## src/qte_pkg.sv

```systemverilog
`default_nettype none

package qte_pkg;

   localparam int COMPONENT_WIDTH_DEF = 16;
   localparam int ANGLE_WIDTH_DEF     = 16;
   localparam int CORDIC_STAGES_DEF   = 16;

   // cordic angle accumulator, q30 radians
   localparam int     ZW          = 34;
   localparam longint PI_Q30      = 64'sd3373259426;
   localparam longint HALF_PI_Q30 = 64'sd1686629713;

   // pitch path: sine in q30, cosine from the square root unit
   localparam int PITCH_IN_WIDTH = 32;
   localparam int SQRT_BITS      = 31;
   localparam int RAD_WIDTH      = 61;

   localparam int QUEUE_DEPTH = 4;

   localparam logic [29:0] ATAN_Q30 [32] = '{
      30'h3243F6A8, 30'h1DAC6705, 30'h0FADBAFC, 30'h07F56EA6, 30'h03FEAB76, 30'h01FFD55B,
      30'h00FFFAAA, 30'h007FFF55, 30'h003FFFEA, 30'h001FFFFD, 30'h000FFFFF, 30'h0007FFFF,
      30'h0003FFFF, 30'h0001FFFF, 30'h0000FFFF, 30'h00007FFF, 30'h00003FFF, 30'h00001FFF,
      30'h00000FFF, 30'h000007FF, 30'h000003FF, 30'h000001FF, 30'h000000FF, 30'h0000007F,
      30'h0000003F, 30'h0000001F, 30'h0000000F, 30'h00000008, 30'h00000004, 30'h00000002,
      30'h00000001, 30'h00000000
   };

   // components wider than 24 bits lose their low bits first
   function automatic int ext_width(input int cw);
      return (cw > 24) ? 24 : cw;
   endfunction

   function automatic int prod_width(input int cw);
      return 2 * ext_width(cw) + 2;
   endfunction

   // saturation bound of an output angle at the output scale
   function automatic longint angle_limit(input longint lim_q30, input int aw);
      int sh;
      sh = 33 - aw;
      return (lim_q30 + (longint'(1) <<< (sh - 1))) >>> sh;
   endfunction

endpackage

`default_nettype wire

```

## src/qte_queue.sv

```systemverilog
`default_nettype none

module qte_queue
   import qte_pkg::*;
#(
   parameter int WIDTH = 8,
   parameter int DEPTH = QUEUE_DEPTH
) (
   input  wire logic             clock,
   input  wire logic             reset,
   input  wire logic             push,
   input  wire logic [WIDTH-1:0] push_data,
   input  wire logic             pop,
   output logic      [WIDTH-1:0] head_data,
   output logic                  empty,
   output logic                  full
);

   localparam int PW = $clog2(DEPTH);

   logic [WIDTH-1:0] mem_ff [DEPTH];
   logic [PW-1:0]    wr_ptr_ff, wr_ptr_in;
   logic [PW-1:0]    rd_ptr_ff, rd_ptr_in;
   logic [PW:0]      count_ff, count_in;

   assign empty     = (count_ff == '0);
   assign full      = (count_ff == (PW+1)'(DEPTH));
   assign head_data = mem_ff[rd_ptr_ff];

   always_comb begin
      wr_ptr_in = push ? wr_ptr_ff + PW'(1) : wr_ptr_ff;
      rd_ptr_in = pop  ? rd_ptr_ff + PW'(1) : rd_ptr_ff;
      count_in  = count_ff + (PW+1)'(push) - (PW+1)'(pop);
   end

   always_ff @(posedge clock) begin
      if (reset) begin
         wr_ptr_ff <= '0;
         rd_ptr_ff <= '0;
         count_ff  <= '0;
      end else begin
         wr_ptr_ff <= wr_ptr_in;
         rd_ptr_ff <= rd_ptr_in;
         count_ff  <= count_in;
      end
   end

   always_ff @(posedge clock) begin
      if (push) begin
         mem_ff[wr_ptr_ff] <= push_data;
      end
   end

endmodule

`default_nettype wire

```

## config.mk

```make
export PLATFORM = sky130hd
export DESIGN_NAME = qte_queue
export DESIGN_NICKNAME = d
export VERILOG_FILES = /design/src/qte_pkg.sv /design/src/qte_queue.sv
export SDC_FILE = /design/constraint.sdc
export NUM_CORES = 1
export LEC_CHECK = 0
export BUFFER_PORTS_ARGS = -buffer_cell sky130_fd_sc_hd__buf_4
export CORE_ASPECT_RATIO = 0.8
export CORE_MARGIN = 2
export CORE_UTILIZATION = 40
export DETAILED_ROUTE_END_ITERATION = 10
export HOLD_SLACK_MARGIN = 0.15
export PLACE_DENSITY = 0.6
export SLEW_MARGIN = 20
export SYNTH_ARGS = -nofsm -noshare
export SYNTH_HDL_FRONTEND = slang
export SYNTH_SLANG_ARGS = --single-unit
```

## constraint.sdc

```tcl
create_clock -name clock -period 2.15 [get_ports clock]
set_input_delay 0 -clock clock [delete_from_list [all_inputs] [get_ports clock]]
set_output_delay 0 -clock clock [all_outputs]
set_load 0.005 [all_outputs]
```

==> reports/qor.yml <==
status:
  outcome: "completed"
global_route:
  grt_max_degree: 13
  overflow: 0
  grt_pass1_vias: 868
  grt_pass1_wl_mm: 4.23
  antenna_found_initial: 0
  track_usage_pct: 13.6
setup_path:
  critPathArrivalTime_ns: 1.96
  cp_num_buf_inv: 3
  max_stage_delay_ns: 0.54
  worstSetupStartpointType: "input pin"
  reg2reg_slack_ns: 0.42
  crit_top_cell: "ha_1"
  cp_cell_sequence: "dlygate4sd3_1 -> buf_4 -> ha_1 -> inv_1 -> ha_1 -> fa_1 -> xor3_1 -> nor2_1"
  worst_r2r_path_depth: 7
  critPathRequiredTime_ns: 2.33
  critPathTopFamily: "adder cells"
  cp_max_fo: 4
  timing.rr.end: "count_ff[2]"
  slowest_stage: "dlygate4sd3_1"
  reg2reg_from: "count_ff[0]"
  critPathKind: "in -> reg"
  end_kind: "flop"
sta:
  rsz0062_at_grt: "false"
  fin_skew_ns: 0.00665
  finalHoldViolCount: 0
  tns_ns: 0
  fin_crit_sh_pct: 83.0
  slew_headroom_pct: 62.2
  drv_slew: 0
  worst_slew_pin_slew_ns: 0.566
  setup_ws_ns: 0.365
  period_minus_slack_ns: 1.78
  setup_viol: 0
  max_freq_mhz: 560
synth:
  seq_area_frac_synth_pct: 71.5
  syn-cell-area_um2: 1600
  synth_top_area_cell: "edfxtp_1"
  ys_top_cells_by_area: "edfxtp_1, dfxtp_1, mux4_2, ha_1, and2_1"
  syn_avg_cell_area_um2: 19.0
  synth_top_area_share_pct: 60.2
  yosys_warnings: 0
  synth_fp_nets: 103
  ys_types: 19
  synthCells: 84
  synth-seq-cells: 41
worst_hold_path:
  min-delay-start: "push_data[1]"
  min_path_type: "in -> reg"
  min_to: "mem_ff[3][1]"
  hold_path_depth: 2
floorplanning:
  die_area_um2: 4520
  coreArea_um2: 3800
  die_h_um: 60.5
  die_x_um: 74.6
  initial_core_util_pct: 42.0
  rows: 20
  ios: 22
routing:
  routed_wl_mm: 2.63
  dr.pass1.iters: 4
  viasPerCell: 4.62
  ant_nets: 0
  wl_per_cell_um: 14.9
  drc_errors: 0
  dr_total_vias: 817
  drtIter0Drc: 28
power_and_ir_drop:
  p_per_area_nw_per_um2: 887
  p_leak_nw: 0.744
  peakVddDrop_mv: 0.353
clock_network:
  post-cts-setup-buffers: 0
  postCtsHoldBufs: 11
  clk_latency_ns: 0.28
  cts.root.buffer_cell: "clkbuf_8"
  clkSinkCount: 41
  clockBufferDepth: 2
  clkTransAtPathRegs_ns: 0.08
  htreeDepth: 2
  post_cts_resized: 0
  cts_tree: "yes"
  cts_made_buffers: 5
final_layout:
  syn_to_final_growth_pct: 26.7
  antenna_cells: 0
  layout_common_cells: "edfxtp_1, buf_4, dlygate4sd3_1, dfxtp_1, mux4_2"
  final_common_cell: "edfxtp_1"
  drive_gt1_share_pct: 29.5
  nNetsFinal: 140
  post-route-util_pct: 53.2
placement:
  globalplace.congestion: 0.728
  dpl.hpwl_mm: 1.73
  numPortBuffers: 21
  dp_slack_ns: 0.420
job:
  cap_viol_max_count: 0
==> area by class of cell <==
class	count	area [µm²]
fillers	334	1780
repair buffers	32	268
multi-input cells	35	417
clock buffers	6	72.6
inverters	6	22.5
flip-flops and latches	41	1140
clock inverters	2	33.8
well taps	55	68.8
==> layer usage <==
| metal | track usage, % | share of wire (%) | vias to the layer above |
|---|---|---|---|
| li1 | - | - | 385 |
| met1 | 17.0 | 45 | 417 |
| met2 | 22.4 | 51 | 13 |
| met3 | 3.99 | 3.0 | 2 |
| met4 | 6.12 | 0.53 | 0 |
| met5 | 0 | 0 | - |
==> state kept, by name (all words and copies together) (netlist names), named ones only <==
| name | cells |
|---|---|
| count_ff | 3 |
| mem_ff | 32 |
| rd_ptr_ff | 2 |
| wr_ptr_ff | 2 |
==> kinds of logic after synthesis <==
logic type | after synthesis | synth area share (%)
AOI/OAI and AO/OA | 2 | 0.940
xor gates and xnor gates | 3 | 2.59
adders and majority gates | 7 | 5.96
buffers and inverters | 8 | 2.43
DFF | 41 | 71.5
muxes | 9 | 11.9
and+or+nand+nor | 14 | 4.70
==> cells in the mapped netlist, drive strengths merged <==
master and instances:
edfxtp 32, nor3 1, nand3b 1, ha 6, clkbuf 1, mux4 8, nor2 5, and3 1
nor2b 2, xor3 1, a21bo 1, fa 1, inv 6, a21oi 1, and2 4, xnor2 2
buf 1, mux2i 1, dfxtp 9
==> worst reg2reg max path: stages (launching register included) <==
cell	delay, ns
dfxtp_1	0.33
inv_1	0.05
ha_1	0.27
inv_1	0.04
ha_1	0.18
fa_1	0.35
xor3_1	0.37
nor2_1	0.04
==> power by group <==
group	internal, mW	total, mW	switching, mW	leakage [nW]
clock network	0.343	0.587	0.245	0.0528
registers	0.910	0.949	0.0388	0.368
logic	0.164	0.258	0.0937	0.323
total	1.42	1.79	0.377	0.744
==> worst max path at each step <==
stage,from,to,slack (ns),cells past startpoint
2_1_floorplan,count_ff[0],count_ff[2],0.49,7
3_3_place_gp,count_ff[0],count_ff[2],0.47,7
3_5_place_dp,count_ff[0],count_ff[2],0.42,7
4_1_cts,pop,count_ff[2],0.39,8
5_1_grt,pop,count_ff[2],0.31,8
6_report,pop,count_ff[2],0.37,8
==> per-stage QoR <==
step           cells  hold slack (ns)  instance area (µm²)  total power [mW]
2_1_floorplan     84           0.0716                 1600              1.10
3_3_place_gp     158            0.202                 1810              1.20
3_5_place_dp     158            0.208                 1810              1.21
4_1_cts          177            0.441                 2020              1.81
5_1_grt          177            0.463                 2020              1.88
6_report         177            0.453                 2020              1.79
(Power assumes the default switching activity.)
